`config.mk`:
```
export PLATFORM = sky130hd
export DESIGN_NAME = pcsi_mac
export DESIGN_NICKNAME = d
export VERILOG_FILES = /design/src/rtl/poly_coeff_store_integrator_assert.svh /design/src/rtl/pcsi_pkg.sv /design/src/rtl/pcsi_mac.sv
export SDC_FILE = /design/constraint.sdc
export NUM_CORES = 2
export LEC_CHECK = 0
export ABC_AREA = 1
export ABC_CLOCK_PERIOD_IN_PS = 22100
export BUFFER_PORTS_ARGS = -buffer_cell sky130_fd_sc_hd__buf_4
export CORE_MARGIN = 2
export CORE_UTILIZATION = 54
export DETAILED_ROUTE_END_ITERATION = 6
export GPL_TIMING_DRIVEN = 0
export HOLD_SLACK_MARGIN = 0.12
export PLACE_DENSITY = 0.71
export REMOVE_ABC_BUFFERS = 1
export SLEW_MARGIN = 10
export SYNTH_ARGS = -nofsm -noshare
export SYNTH_HDL_FRONTEND = slang
export SYNTH_SLANG_ARGS = --single-unit
```
`constraint.sdc`:
```
create_clock -name clk -period 22.1 [get_ports clk]
set_input_delay 4.42 -clock clk [delete_from_list [all_inputs] [get_ports clk]]
set_output_delay 4.42 -clock clk [all_outputs]
set_load 0.01 [all_outputs]
```
`src/rtl/poly_coeff_store_integrator_assert.svh`:
```
// ----------------------------------------------------------------------------
// Assertion macros for the polynomial coefficient store
// Implication checks, same cycle and next cycle, on clk with rst_n.
// ----------------------------------------------------------------------------
`ifndef POLY_COEFF_STORE_INTEGRATOR_ASSERT_SVH
`define POLY_COEFF_STORE_INTEGRATOR_ASSERT_SVH
`ifndef SYNTHESIS
`define PCSI_IMPLY(label, ante, cons) \
    label: assert property (@(posedge clk) disable iff (!rst_n) (ante) |-> (cons)) \
        else $error("pcsi: same-cycle check failed");
`define PCSI_NEXT(label, ante, cons) \
    label: assert property (@(posedge clk) disable iff (!rst_n) (ante) |=> (cons)) \
        else $error("pcsi: next-cycle check failed");
`else
`define PCSI_IMPLY(label, ante, cons)
`define PCSI_NEXT(label, ante, cons)
`endif
`endif

```
`src/rtl/pcsi_pkg.sv`:
```
`timescale 1ns / 1ps
// ----------------------------------------------------------------------------
// pcsi_pkg
// Shared constants, types and saturation for the coefficient store.
// ----------------------------------------------------------------------------
package pcsi_pkg;

    localparam int NUM_COEFFS = 16;
    localparam int IDX_W      = $clog2(NUM_COEFFS);
    localparam int DIVR_W     = $clog2(NUM_COEFFS + 1);

    localparam int CMD_W  = 3;
    localparam int EXP_W  = 6;
    localparam int DEG_W  = 6;
    localparam int Q_W    = 32;
    localparam int FRAC_W = 16;
    localparam int PROD_W = 2 * Q_W;
    localparam int RND_W  = PROD_W - FRAC_W;
    localparam int SUM_W  = RND_W + 1;

    localparam int IN_W  = 104;
    localparam int OUT_W = 40;

    localparam logic [CMD_W-1:0] CMD_SET   = 3'd0;
    localparam logic [CMD_W-1:0] CMD_ADD   = 3'd1;
    localparam logic [CMD_W-1:0] CMD_CLEAR = 3'd2;
    localparam logic [CMD_W-1:0] CMD_EVAL  = 3'd3;
    localparam logic [CMD_W-1:0] CMD_INTEG = 3'd4;

    typedef logic signed [Q_W-1:0] q_t;

    typedef struct packed {
        q_t   value;
        logic ovf;
    } sat_t;

    typedef struct packed {
        logic             en;
        logic [IDX_W-1:0] idx;
        q_t               coef;
        q_t               intg;
    } store_wr_t;

    // clamp to Q16.16, flag on clamp
    function automatic sat_t sat_q(input logic signed [SUM_W-1:0] v);
        sat_t r;
        if (v[SUM_W-1:Q_W-1] == '0 || v[SUM_W-1:Q_W-1] == '1)
        begin
            r.value = v[Q_W-1:0];
            r.ovf   = 1'b0;
        end
        else
        begin
            r.ovf   = 1'b1;
            r.value = v[SUM_W-1] ? {1'b1, {(Q_W-1){1'b0}}} : {1'b0, {(Q_W-1){1'b1}}};
        end
        return r;
    endfunction

endpackage

```
`src/rtl/pcsi_mac.sv`:
```
`timescale 1ns / 1ps
// ----------------------------------------------------------------------------
// pcsi_mac
// Shared Q16.16 multiplier with registered product, then round half up,
// add and saturate.
// ----------------------------------------------------------------------------
module pcsi_mac (
    input  logic                clk,
    input  logic                mul_en,
    input  pcsi_pkg::q_t        a,
    input  pcsi_pkg::q_t        b,
    input  pcsi_pkg::q_t        addend,
    output pcsi_pkg::sat_t      res
);

    logic signed [pcsi_pkg::PROD_W-1:0] prod_reg;
    logic signed [pcsi_pkg::PROD_W-1:0] rnd_full;
    logic signed [pcsi_pkg::RND_W-1:0]  rnd;
    logic signed [pcsi_pkg::SUM_W-1:0]  sum;

    always_ff @(posedge clk)
    begin
        if (mul_en)
        begin
            prod_reg <= pcsi_pkg::PROD_W'(a) * pcsi_pkg::PROD_W'(b);
        end
    end

    assign rnd_full = (prod_reg + pcsi_pkg::PROD_W'(1 << (pcsi_pkg::FRAC_W - 1)))
                      >>> pcsi_pkg::FRAC_W;
    assign rnd      = $signed(rnd_full[pcsi_pkg::RND_W-1:0]);
    assign sum      = pcsi_pkg::SUM_W'(rnd) + pcsi_pkg::SUM_W'(addend);
    assign res      = pcsi_pkg::sat_q(sum);

endmodule

```
# --- After elaboration in Yosys (flattened, before gate mapping) ---
# Index checks and enable logic that the tools add are counted.
classes:
  addsub: 2
  n_eq_ne: 1
  muxes: 2
  n_mul: 1
  n_reduce_logical: 2
op_table:
  columns: ["op", "n"]
  rows:
  - ["adder 64 x 17 -> 64 bit, second input constant", 1]
  - ["multiplier 32 x 32 -> 64 bit", 1]
  - ["adder 48 x 32 -> 49 bit", 1]
  - ["2-to-1 mux 33 bit", 1]
  - ["2-to-1 mux 32 bit", 1]
  - ["== test 18 bit, second input constant", 1]
  - ["zero test 18 bit", 1]
  - ["logical OR 1 bit", 1]
word_totals:
  elab_cells: 9
  in_bits: 98
  regBits: 64

# --- Depth between registers and ports, before layout ---
logic_depth:
  word_depth: 5
  mapped_depth: 33
  ltp_nobuf: 32

# --- Worst setup path after synthesis ---
# No wires, ideal clock.
synth_path:
  path_type: "input -> register"
  start: "input port a[31]"
  end: "register prod_reg[63] in the netlist's numbering, data pin"
  cell_stages: 27
  setup_slack_ns: 10.648
  setup_time_ns: 0.257
  arrival_ns: 11.195
  path_buffers: 1
  cell_sequence: "clkbuf_1 -> nand2_1 -> inv_1 -> fa_1 -> inv_1 -> fa_1 -> fa_1 -> inv_1 -> fa_1 -> inv_1 -> fa_1 -> inv_1 -> fa_1 -> inv_1 -> fa_1 -> fa_1 -> inv_1 -> ha_1 -> a21oi_1 -> inv_1 -> a31oi_1 -> inv_1 -> a21oi_1 -> nor2_1 -> a211oi_1 -> nand2_1 -> xor2_1"
synth_via:
  elab_chain_cells: 1
synth_lines:
  columns: ["item", "line", "text"]
  rows:
  - ["start, declared", "pcsi_mac.sv:10", "input pcsi_pkg::q_t a,"]
  - ["multiplier 32 x 32 -> 64 bit", "pcsi_mac.sv:25", "prod_reg <= pcsi_pkg::PROD_W'(a) * pcsi_pkg::PROD_W'(b);"]
  - ["end signal, assigned", "pcsi_mac.sv:25", null]
  - ["end, declared", "pcsi_mac.sv:16", "logic signed [pcsi_pkg::PROD_W-1:0] prod_reg;"]
# Every way passes these cells.
# A chain may end at the register's enable or synchronous reset.

==> metrics.md <==
| Metric | Value |
|---|---|
| Outcome | completed |
| Root Buffer | clkbuf_16 |
| Min cycle time layout | 12.53 ns |
| Maximum clock rate | 0.0798 GHz |
| Final Max Tran Viols | 0 |
| Drt total wl | 120 mm |
| Reg area | 1470 sq um |
| Setup total negative slack | 0 ns |
| Full die area | 85100 sq um |
| Slew @ Worst Pin | 1.28 ns |
| Sequential area share after synthesis | 3.29% |
| Data required, critical path | 17.68 ns |
| Initial antenna violation count | 0 |
| Initial DRT Pass Iterations | 5 |
| Core Area | 82000 sq um |
| Most frequent cell after synthesis | inv_1 |
| Endpoints failing setup | 0 |
| Met2 Use GR | 49.8% |
| Synth cell types | 40 |
| Antenna viol nets, final | 0 |
| Met3 Usage GRT | 3.05% |
| Post-CTS Hold Buffers | 0 |
| Cells after synthesis | 5917 |
| Busiest layer in global routing | met2 |
| Post-synth EDFFs | 49 |
| Hold Path Class | primary input to flip-flop |
| TritonCTS Buffers | 5 |
| # DRC | 0 |
| Starting Density | 54.5% |
| GP Congestion | 0.972 |
| Commonest cells post-synth | inv_1 (1860), nand2_1 (1655), fa_1 (1082) |
| Inserted Diodes | 0 |
| Gr ovfl total | 0 |
| Area contributors post-synth | fa_1 (48%), inv_1 (16%), nand2_1 (14%) |
| CTS HTree Levels | 2 |
| Area of the multi-input gates | 35500 sq um |
| Final nets | 7265 |
| Vias per cell | 5.16 |
| Unrepaired setup endpoints after global routing | false |
| Share of post-route cells with drive strength above 1 | 2.80% |
| Cts repair resizes | 0 |
| Critical path type | primary input to output port |
| Vias in the first global route | 38500 |
| Max reg flops | 49 |
| Clock buffer depth | 2 |
| Synth Flop Type | edfxtp_1 |
| Tcrit/Tclk final | 56.7% |
| Final HPWL DP | 103 mm |
| Synth warn | 0 |
| Die X-Extent | 292 um |
| Port Buf Inserts | 130 |
| Vias | 35700 |
| Ys async rst share | 0% |
| Mapped Area | 44700 sq um |
| Synthesized flop and latch total | 49 |
| Worst-path clk slew | 0.06 ns |
| Synth top area share | 48.5% |
| CTS tree | done |
| All-Layer GR Usage | 29.5% |
| CP startpoint | addend[0] |
| Pin count of the biggest net entering global routing | 50 |
| Area leader, netlist | fa_1 |
| Post-CTS Setup Bufs | 0 |
| FP Rows | 105 |
| Met1 Use GR | 40.6% |
| Crit start category | primary input |
| Worst Hold Launch | mul_en |
| Hold Path Depth | 1 |
| Mean Syn Cell Area | 7.55 sq um |
| Wirelength per Cell | 17.4 um |
| Slew HR | 14.3% |
| DRT iter0 DRCs | 2542 |
| CP max FO | 31 |
| Max Cap Violations | 0 |
| CTS sink count | 49 |
| Critical path capture point type | output port |
| Arr. time, crit path | 8.11 ns |
| Global-route wire length before repair | 199 mm |
| Fin. Hold Viols | 0 |
| Die height | 292 um |
| IO Count | 131 |
| Filler Cells Inserted | 7846 |
| P&R area growth vs syn | 3.78% |
## per-layer routing
layer | vias to the layer above | share of wire [%] | wire length, um
li1 | 16400 | - | -
met1 | 17800 | 42 | 50800
met2 | 1317 | 48 | 57600
met3 | 213 | 7.1 | 8500
met4 | 0 | 2.9 | 3520
met5 | - | 0 | 0
## cell usage in the layout (no fill, tap or decap), types with 10 or more instances in the layout
master    instances
edfxtp_1         49
or2_2            12
buf_4           130
o21bai_1         12
xor2_1           89
inv_1          1859
nand4_1          49
nand2_1        1655
nor4_1           10
o21ai_0          62
nand3_1          71
a31oi_1          12
xnor2_1          52
o21a_1           13
nor3_1           28
fa_1           1082
nor2_1          249
ha_1            229
a21oi_1         148
## critical path: stages
cell and delay [ns]:
buf_4 0.11, ha_1 0.26, fa_1 0.54, nand2_1 0.11, inv_1 0.05, nand2_1 0.06, nand2_2 0.13, nand2_1 0.10
nand2_2 0.11, nand2_1 0.10, nand2_2 0.07, nand2_2 0.09, nand2_2 0.11, nand2_1 0.09, nand2_1 0.12, xor2_1 0.42
nor2_1 0.09, nand3_1 0.15, nand3_2 0.55, nand2_1 0.27, buf_4 0.15
## final cells by class
cell class,count,share of cell area (%)
Tap cell,1070,2.89
Clock inverter,3,0.0459
Timing Repair Buffer,130,2.10
Inverter,1860,15.1
Multi-Input combinational cell,3810,76.5
Clock buffer,5,0.270
Sequential cell,49,3.17
## logic make-up (layout without fill, tap and decap cells)
logic type | count (synthesis) | after routing | share of synthesized area [%]
flops | 49 | 49 | 3.29
compound gates | 264 | 264 | 3.24
buf+inv | 2058 | 1998 | 17.4
fa+ha+maj | 1311 | 1311 | 54.9
simple gates | 2094 | 2094 | 18.5
xor+xnor | 141 | 141 | 2.76
## worst paths after layout
kind                  slack [ns]           end
worst max-delay path        9.57        res[4]
worst min-delay path        4.68  prod_reg[63]
## per-stage QoR
stage	hold WS [ns]	utilization, %	setup slack (ns)	instance area (sq um)	cells
after floorplan	4.53	-	10.76	43900	5719
after global placement	4.99	56.4	9.48	46200	6919
after detailed placement	5.00	56.4	9.43	46200	6919
after CTS	4.70	56.6	9.64	46400	6927
after global routing	4.71	56.6	9.24	46400	6927
final	4.68	56.6	9.57	46400	6927
Power is left out: the tool's default activity adds up to more than one toggle a clock period on the data nets, which glitch-free logic cannot reach.
