$ cat config.mk
export PLATFORM = sky130hd
export DESIGN_NAME = pcsi_div
export DESIGN_NICKNAME = d
export VERILOG_FILES = /design/src/rtl/poly_coeff_store_integrator_assert.svh /design/src/rtl/pcsi_pkg.sv /design/src/rtl/pcsi_div.sv
export SDC_FILE = /design/constraint.sdc
export NUM_CORES = 1
export LEC_CHECK = 0
export ABC_AREA = 1
export BUFFER_PORTS_ARGS = -buffer_cell sky130_fd_sc_hd__buf_2
export CORE_MARGIN = 8
export CORE_UTILIZATION = 35
export DETAILED_ROUTE_END_ITERATION = 6
export GPL_TIMING_DRIVEN = 0
export SYNTH_ARGS = -nofsm -noshare
export SYNTH_HDL_FRONTEND = slang
export SYNTH_SLANG_ARGS = --single-unit
export TNS_END_PERCENT = 1
$ cat constraint.sdc
create_clock -name clk -period 5.4 [get_ports clk]
set_input_delay 0.54 -clock clk [delete_from_list [all_inputs] [get_ports clk]]
set_output_delay 0.54 -clock clk [all_outputs]
set_load 0.02 [all_outputs]
$ cat src/rtl/poly_coeff_store_integrator_assert.svh
// ----------------------------------------------------------------------------
// Assertion macros for the polynomial coefficient store
// Implication checks, same cycle and next cycle, on clk with rst_n.
// ----------------------------------------------------------------------------
`ifndef POLY_COEFF_STORE_INTEGRATOR_ASSERT_SVH
`define POLY_COEFF_STORE_INTEGRATOR_ASSERT_SVH
`ifndef SYNTHESIS
`define PCSI_IMPLY(label, ante, cons) \
    label: assert property (@(posedge clk) disable iff (!rst_n) (ante) |-> (cons)) \
        else $error("pcsi: same-cycle check failed");
`define PCSI_NEXT(label, ante, cons) \
    label: assert property (@(posedge clk) disable iff (!rst_n) (ante) |=> (cons)) \
        else $error("pcsi: next-cycle check failed");
`else
`define PCSI_IMPLY(label, ante, cons)
`define PCSI_NEXT(label, ante, cons)
`endif
`endif

$ cat src/rtl/pcsi_pkg.sv
`timescale 1ns / 1ps
// ----------------------------------------------------------------------------
// pcsi_pkg
// Shared constants, types and saturation for the coefficient store.
// ----------------------------------------------------------------------------
package pcsi_pkg;

    localparam int NUM_COEFFS = 16;
    localparam int IDX_W      = $clog2(NUM_COEFFS);
    localparam int DIVR_W     = $clog2(NUM_COEFFS + 1);

    localparam int CMD_W  = 3;
    localparam int EXP_W  = 6;
    localparam int DEG_W  = 6;
    localparam int Q_W    = 32;
    localparam int FRAC_W = 16;
    localparam int PROD_W = 2 * Q_W;
    localparam int RND_W  = PROD_W - FRAC_W;
    localparam int SUM_W  = RND_W + 1;

    localparam int IN_W  = 104;
    localparam int OUT_W = 40;

    localparam logic [CMD_W-1:0] CMD_SET   = 3'd0;
    localparam logic [CMD_W-1:0] CMD_ADD   = 3'd1;
    localparam logic [CMD_W-1:0] CMD_CLEAR = 3'd2;
    localparam logic [CMD_W-1:0] CMD_EVAL  = 3'd3;
    localparam logic [CMD_W-1:0] CMD_INTEG = 3'd4;

    typedef logic signed [Q_W-1:0] q_t;

    typedef struct packed {
        q_t   value;
        logic ovf;
    } sat_t;

    typedef struct packed {
        logic             en;
        logic [IDX_W-1:0] idx;
        q_t               coef;
        q_t               intg;
    } store_wr_t;

    // clamp to Q16.16, flag on clamp
    function automatic sat_t sat_q(input logic signed [SUM_W-1:0] v);
        sat_t r;
        if (v[SUM_W-1:Q_W-1] == '0 || v[SUM_W-1:Q_W-1] == '1)
        begin
            r.value = v[Q_W-1:0];
            r.ovf   = 1'b0;
        end
        else
        begin
            r.ovf   = 1'b1;
            r.value = v[SUM_W-1] ? {1'b1, {(Q_W-1){1'b0}}} : {1'b0, {(Q_W-1){1'b1}}};
        end
        return r;
    endfunction

endpackage

$ cat src/rtl/pcsi_div.sv
`timescale 1ns / 1ps
// ----------------------------------------------------------------------------
// pcsi_div
// Bit-serial restoring divider: signed Q16.16 value by a small divisor,
// truncated toward zero, one quotient bit a cycle.
// ----------------------------------------------------------------------------
module pcsi_div (
    input  logic                        clk,
    input  logic                        rst_n,
    input  logic                        start,
    input  pcsi_pkg::q_t                dividend,
    input  logic [pcsi_pkg::DIVR_W-1:0] divisor,
    output logic                        done,
    output pcsi_pkg::q_t                quotient
);

    localparam int CNT_W = $clog2(pcsi_pkg::Q_W);

    logic [pcsi_pkg::Q_W-1:0]  quo_reg;
    logic [pcsi_pkg::DIVR_W-1:0] rem_reg;
    logic [pcsi_pkg::DIVR_W-1:0] dvs_reg;
    logic                      neg_reg;
    logic [CNT_W-1:0]          cnt_reg;
    logic                      run_reg;
    logic                      done_reg;

    logic [pcsi_pkg::DIVR_W:0] trial;
    logic                      ge;

    assign trial = {rem_reg, quo_reg[pcsi_pkg::Q_W-1]};
    assign ge    = (trial >= {1'b0, dvs_reg});

    always_ff @(posedge clk or negedge rst_n)
    begin
        if (!rst_n)
        begin
            run_reg  <= 1'b0;
            done_reg <= 1'b0;
            cnt_reg  <= '0;
        end
        else
        begin
            done_reg <= 1'b0;
            if (start)
            begin
                run_reg <= 1'b1;
                cnt_reg <= CNT_W'(pcsi_pkg::Q_W - 1);
            end
            else if (run_reg)
            begin
                cnt_reg <= cnt_reg - 1'b1;
                if (cnt_reg == '0)
                begin
                    run_reg  <= 1'b0;
                    done_reg <= 1'b1;
                end
            end
        end
    end

    always_ff @(posedge clk)
    begin
        if (start)
        begin
            neg_reg <= dividend[pcsi_pkg::Q_W-1];
            quo_reg <= dividend[pcsi_pkg::Q_W-1] ? (~dividend + 1'b1) : dividend;
            rem_reg <= '0;
            dvs_reg <= divisor;
        end
        else if (run_reg)
        begin
            rem_reg <= ge ? pcsi_pkg::DIVR_W'(trial - {1'b0, dvs_reg})
                          : trial[pcsi_pkg::DIVR_W-1:0];
            quo_reg <= {quo_reg[pcsi_pkg::Q_W-2:0], ge};
        end
    end

    assign done     = done_reg;
    assign quotient = neg_reg ? (~quo_reg + 1'b1) : quo_reg;

endmodule

== Yosys cells after proc, flatten, opt, wreduce, memory -nomap -nowiden ==
Index checks and enable logic that the tools add are counted.

* Bits in registers: 50
* Input port bits: 40
* Output and inout bits: 33
* Word-level logic and storage cells: 29

* $add $sub $neg: 4
* Order comparisons: 1
* Mux-type cells: 13
* Bitwise operators: 2
* Reduce and logical (&&, ||, !) cells: 2

{| class="wikitable"
|+ Operators by type and width
! operator !! number
|-
| $mux 32 || 4
|-
| $add 32x1->32 const B || 2
|-
| $not 32->32 || 2
|-
| $mux 5 || 3
|-
| $ge 6x5->1 || 1
|-
| $mux 1 || 6
|-
| $logic_not 5->1 || 1
|-
| $sub 5x1->5 const B || 1
|-
| $sub 5x5->5 || 1
|-
| $reduce_bool 2->1 || 1
|}

== Depth between registers and ports, before layout ==
Gate-level depths: netlist of run 1.

* Depth in word-level cells: 4
* Depth in mapped cells: 11

== Least setup slack after synthesis of run 1 ==
Ideal clock, no wire load.

* Path type: register -> output
* Start: register quo_reg[0] (netlist name)
* End: output port quotient[14]
* Arrival time: 1.530 ns
* Data required time: 4.860 ns
* Slack: 3.330 ns
* Stages on the path, launching flop included: 8
* Path buffers: 0
* Cell sequence: edfxtp_1 -> inv_1 -> ha_1 -> nand3_1 -> nor2_2 -> nand3_1 -> o21ai_2 -> xor2_1

* Word-level cells in the longest chain between the ends: 3

{| class="wikitable"
|+ Ends and longest elaborated chain
! element !! line !! text
|-
| from (decl) || pcsi_div.sv:19 || <nowiki>logic [pcsi_pkg::Q_W-1:0] quo_reg;</nowiki>
|-
| from (signal assigned) || pcsi_div.sv:66 || <nowiki>quo_reg <= dividend[pcsi_pkg::Q_W-1] ? (~dividend + 1'b1) : dividend;</nowiki>
|-
| from (signal assigned) || pcsi_div.sv:74 || <nowiki>quo_reg <= {quo_reg[pcsi_pkg::Q_W-2:0], ge};</nowiki>
|-
| $not 32->32 || pcsi_div.sv:79 || <nowiki>assign quotient = neg_reg ? (~quo_reg + 1'b1) : quo_reg;</nowiki>
|-
| $add 32x1->32 || pcsi_div.sv:79 ||
|-
| $mux 32 || pcsi_div.sv:79 ||
|-
| to (decl) || pcsi_div.sv:14 || <nowiki>output pcsi_pkg::q_t quotient</nowiki>
|}

Every way passes these cells.

== Final worst setup path of run 1 ==
* Start: register quo_reg[0] (netlist name)
* End: output port quotient[30]

The elaborated chain is that of the path after synthesis.

==> metrics.md, run 1 <==
| Metric | Value |
|---|---|
| Clock tree buffer depth | 2 |
| Buf/Inv on CP | 3 |
| Filler cells | 1270 |
| CTS buffer count | 5 |
| Unique masters post-synth | 38 |
| Worst hold path class | input pin to async pin |
| Clock insertion delay at the later pin of the skew report | 290 ps |
| Area leader, netlist | edfxtp_1 |
| CTS Hold Bufs | 0 |
| Placed inst area | 4790 µm² |
| Worst setup path class | register to output port |
| Adder-Cell Fraction of Synth Area | 0.0283 |
| Maximum clock rate | 374 MHz |
| Postcts setup bufs | 0 |
| Routed Antenna Nets | 0 |
| Total power | 1.36 mW |
| # clock sinks | 50 |
| Met3 Usage GRT | 0.0219 |
| Crit path DAT | 2140 ps |
| Final RePlAce weighted congestion | 0.930 |
| Post_cts resized | 0 |
| Largest net degree at the start of global routing | 35 |
| Syn_nets | 704 |
| Mux share of post-synthesis cell area | 0 |
| Highest-delay cell along the critical path | edfxtp_1 |
| Crit path largest cell delay | 390 ps |
| Clock Skew | 9.20 ps |
| Routed vias/inst | 4.96 |
| Critical Path RT | 4860 ps |
| Final #Nets | 783 |
| Top post-synthesis cells by count | nand2_1, nor2_1, inv_1 |
| CTS tree | built |
| Die Y | 126 µm |
| CTS root buffer | clkbuf_16 |
| Max Slew Vio Count | 0 |
| Drt drc | 0 |
| Post-Route WL | 12800 µm |
| RSZ-0062 raised after global routing | no |
| I/O Buffers | 72 |
| Die Wd | 126 µm |
| Max VDD drop | 0.000138 V |
| Core Area | 11900 µm² |
| Compound-Gate Fraction of Synth Area | 0.0807 |
| Nature of the critical path endpoint | output port |
| Worst-case hold slack | 65.3 ps |
| Initial antenna violation count | 0 |
| Global route hottest layer | met2 |
| Total track usage | 0.158 |
| Min Tclk post-route | 2680 ps |
| Yosys reg bits | 50 |
| Lkg Pwr | 2.41 nW |
| Hold Vio Cnt, Final | 0 |
| Post-synthesis sequential area ratio | 0.333 |
| DRT Pass-1 Iters | 5 |
| Synth Warn # | 0 |
| Initial Util | 0.357 |
| R2R depth | 10 |
| Final setup viols | 0 |
| Post-Synth XOR/XNOR Area | 0.0660 |
| Iter 0 DRT Violations | 397 |
| Pwr dens | 274 nW/µm² |
| Area grow syn2layout | 16.3% |
| Met2 Use GR | 0.252 |
| Top FF cell, synth | edfxtp_1 |
| Ports | 73 |
| Max reg flops | 32 |
| Setup TNS | 0 ps |
| Delay-heaviest family, CP | simple AND/OR/NAND/NOR gates |
| Vias in the first global route | 4117 |
| Number of flops mapped to enable cells by yosys | 38 |
| Share of cells above drive strength 1 | 0.146 |
| Post-Syn Area per Cell | 6.49 µm² |
| Simple-Gate Fraction of Synth Area | 0.398 |
| Final Cell Area | 4940 µm² |
| H-tree lvl count | 2 |
| Yosys top cell area share | 0.269 |
| CP most frequent cell | nand2_1 |
| Critical path depth | 12 |
| Period utilization | 0.496 |
| Mapped cell area | 4250 µm² |
| Hpwl dp | 10600 µm |
| Worst-path clk slew | 70 ps |
| Status | finished clean |
| Post-Syn Instances | 655 |
| Count leader, synth | nand2_1 |
| Via count | 4379 |
| First-pass GRT wire length | 20500 µm |
| Crit path launch | quo_reg[0] |
| R2r startpoint | quo_reg[31] |
| Max Cap Viol | 0 |
| Final design utilization | 0.415 |
| Top post-synthesis cells by area | edfxtp_1, nand2_1, nand3_1 |
| Combinational family with the most area after synthesis | simple AND/OR/NAND/NOR gates |
| CP Cell Sequence | inv_1 > ha_1 > nand3_1 > inv_1 > nand2_1 > nor2_1 > nand3_1 > nand2_1 > nand2_1 > nand2_1 > nand2_1 > buf_2 |
| Grt met1 use | 0.217 |
| Antenna fix cells | 0 |
| Relative slew slack | 0.180 |
| Die area | 15900 µm² |
| Slew at the pin with the worst max-slew slack | 1230 ps |
| Async set-reset flop share out of synthesis | 0.140 |
| Row cnt | 40 |
| Worst setup SP type | register |
| WL/cell | 14.5 µm |
| Total global routing overflow | 0 |
| Worst-path maximum fanout | 5 |
==> cells in the final DEF, fill, tap and decap left out, types with 2 or more instances in the layout <==
master	n
a31oi_1	2
inv_1	79
xor2_1	29
buf_4	2
nor3b_1	2
nand4_1	8
nand2_1	206
nand3_1	75
edfxtp_1	38
o21ai_2	2
dfxtp_1	5
buf_2	78
ha_1	8
inv_2	2
nand2_2	3
dfrtp_1	7
nor2_2	6
a21oi_1	10
buf_6	2
o21ai_1	6
nor3_1	4
buf_1	2
xnor2_1	3
clkbuf_16	5
o21ai_0	38
clkbuf_1	4
nor2_1	94
==> final timing paths <==
path	endpoint	slack, ps
max	quotient[30]	2720
min	cnt_reg[2]	70
max reg2reg	quo_reg[0]	3240
min reg2reg	rem_reg[4]	450
max in group asynchronous	cnt_reg[4]	5180
min in group clk	dvs_reg[4]	420
==> per-stage QoR <==
step / instances / worst slack [ps]
final: 882 / 2720
after global routing: 882 / 2490
after CTS: 882 / 2700
after detailed placement: 874 / 2910
after global placement: 874 / 2920
after floorplan: 655 / 3330
==> per-layer routing <==
layer  vias to the layer above  part of all wire
li1                       2247                 -
met1                      2013              0.51
met2                       109              0.44
met3                        10             0.042
met4                         0             0.015
met5                         -                 0
==> area by class of cell <==
class / instances / area (µm²) / share of cell area
Buffer: 16 / 90.1 / 0.0182
Clock buffer: 5 / 125 / 0.0253
Clock inverter: 3 / 22.5 / 0.00456
Inverter: 82 / 308 / 0.0623
Multi-Input combinational cell: 507 / 2430 / 0.493
Sequential cell: 50 / 1420 / 0.287
Tap cell: 147 / 184 / 0.0372
Timing Repair Buffer: 72 / 360 / 0.0729
==> kinds of logic after synthesis <==
group / after synthesis
AOI/OAI and AO/OA: 62
and+or+nand+nor: 404
xor gates and xnor gates: 32
buffers and inverters: 98
adders and majority gates: 9
DFF: 50
==> power breakdown <==
part | switching (mW) | internal (mW) | total (mW)
combinational | 0.336 | 0.180 | 0.517
clock | 0.145 | 0.174 | 0.319
sequential | 0.0484 | 0.472 | 0.521
(Power assumes the default switching activity.)
==> run 2, diff against run 1 <==
Clock period 5.4 ns to 2.66 ns, I/O delays scaled along.
==> run 2 against run 1 <==
  * Final cell count rose by 0.11%
  * Register-to-register slack lost 2800 ps
  * Via count up 0.75%
  * Sequential share of layout area is 0.058 points lower
  * Worst setup slack got worse by 2500 ps
  * Critical path depth stayed put
  * Total power increased by 100%
==> metrics.md, run 2 (synthesis results as in run 1) <==
| Metric | Value |
|---|---|
| Row cnt | 40 |
| Status | finished clean |
| Commonest cells after routing, fill and taps aside | nand2_1, nor2_1, inv_1 |
| Share of cells above drive strength 1 | 0.145 |
| Iter 0 DRT Violations | 387 |
| Final design utilization | 0.416 |
| Clock Skew | 9.99 ps |
| Combinational share of power | 0.381 |
| Setup Slack @ Placement | 443 ps |
| Routed Antenna Nets | 0 |
| Max reg flops | 32 |
| Post_cts resized | 0 |
| Die area | 15900 µm² |
| Final setup viols | 0 |
| CTS Hold Bufs | 1 |
| Antenna fix cells | 0 |
| Period utilization | 0.904 |
| Crit path largest cell delay | 390 ps |
| Via count | 4412 |
| Crit path DAT | 2140 ps |
| CTS buffer count | 5 |
| Vias in the first global route | 4120 |
| First-pass GRT wire length | 20500 µm |
| Worst-path clk slew | 70 ps |
| Initial Util | 0.357 |
| Reg-to-Reg End | quo_reg[0] |
| Core Area | 11900 µm² |
| Die Y | 126 µm |
| Ports | 73 |
| Delay-heaviest family, CP | simple AND/OR/NAND/NOR gates |
| Slew at the pin with the worst max-slew slack | 1250 ps |
| # clock sinks | 50 |
| CP Cell Sequence | inv_1 > ha_1 > nand3_1 > inv_1 > nand2_1 > nor2_1 > nand3_1 > nand2_1 > nand2_1 > nand2_1 > nand2_1 > buf_2 |
| Largest net degree at the start of global routing | 35 |
| Final worst slack | 256 ps |
| Total power | 2.75 mW |
| Drt drc | 0 |
| R2r startpoint | quo_reg[31] |
| Nature of the critical path endpoint | output port |
| Cell Int Power | 1.68 mW |
| Routed vias/inst | 5.00 |
| Critical path depth | 12 |
| RSZ-0062 raised after global routing | no |
| Final Cell Area | 4950 µm² |
| Commonest non-fill, non-tap cell in the layout | nand2_1 |
| CTS root buffer | clkbuf_16 |
| Net Switching | 1.08 mW |
| Clock insertion delay at the later pin of the skew report | 290 ps |
| Sw Share | 0.391 |
| Worst min-delay path endpoint | dvs_reg[4] |
| Buf/Inv on CP | 3 |
| DRT Pass-1 Iters | 5 |
| R2R Setup Slk | 490 ps |
| Clock tree buffer depth | 2 |
| Sequential share of power | 0.384 |
| CTS tree | built |
| Critical Path RT | 2390 ps |
| Hpwl dp | 10600 µm |
| Final RePlAce weighted congestion | 0.930 |
| R2R depth | 10 |
| Min Tclk post-route | 2400 ps |
| H-tree lvl count | 2 |
| Setup TNS | 0 ps |
| Worst-case hold slack | 143 ps |
| Die Wd | 126 µm |
| DP Cell Count | 874 |
| Max VDD drop | 0.000281 V |
| Postcts setup bufs | 0 |
| Lkg Pwr | 2.41 nW |
| Post-Route WL | 12800 µm |
| WL/cell | 14.5 µm |
| Pwr dens | 556 nW/µm² |
| Area grow syn2layout | 16.5% |
| Worst hold path class | input pin to register |
| Hold Path Depth | 1 |
| CP most frequent cell | nand2_1 |
| Min-delay src | divisor[4] |
| Final #Nets | 784 |
| Non-Filler Instances | 883 |
| Max Cap Viol | 0 |
| Maximum clock rate | 416 MHz |
| Hold Vio Cnt, Final | 0 |
| Initial antenna violation count | 0 |
| Relative slew slack | 0.165 |
| Highest-delay cell along the critical path | edfxtp_1 |
| Total track usage | 0.158 |
| Max Slew Vio Count | 0 |
| Worst-path maximum fanout | 5 |
| Clock Power Share | 0.235 |
| I/O Buffers | 72 |
| Worst setup path class | register to output port |
| Worst setup SP type | register |
| Placed inst area | 4790 µm² |
| Total global routing overflow | 0 |
## run 2: cell types whose count changed in the layout (fill, tap and decap cells not counted), sizes merged
| cell | delta |
|---|---|
| dlygate4sd3 | +1 |
## run 2: worst max-delay path by stage
stage | endpoint | from
CTS | quotient[30] | quo_reg[0]
global placement | quo_reg[27] | start
floorplan | quo_reg[0] | quo_reg[31]
detailed placement | rem_reg[0] | start
global route | quotient[30] | quo_reg[0]
finish | quotient[30] | quo_reg[0]
## run 2: layer usage
layer,vias up,GRT usage,part of all wire
met5,-,0,0
met4,0,0.0439,0.015
met3,10,0.0219,0.042
met2,121,0.252,0.43
met1,2030,0.217,0.51
li1,2251,-,-
## run 2: power groups by stage
stage / clock, mW / combinational [mW] / sequential [mW]
CTS: 0.657 / 1.05 / 1.06
global route: 0.682 / 1.17 / 1.07
global placement: 0 / 1.03 / 1.07
floorplan: 0 / 0.743 / 1.04
detailed placement: 0 / 1.05 / 1.07
finish: 0.649 / 1.05 / 1.06
## run 2: final cells by class
type | instances | area (µm²)
Timing Repair Buffer | 73 | 370
Buffer | 16 | 90.1
Multi-Input combinational cell | 507 | 2430
Fill cell | 1269 | 6960
Tap cell | 147 | 184
Clock inverter | 3 | 22.5
Sequential cell | 50 | 1420
Clock buffer | 5 | 125
Inverter | 82 | 308
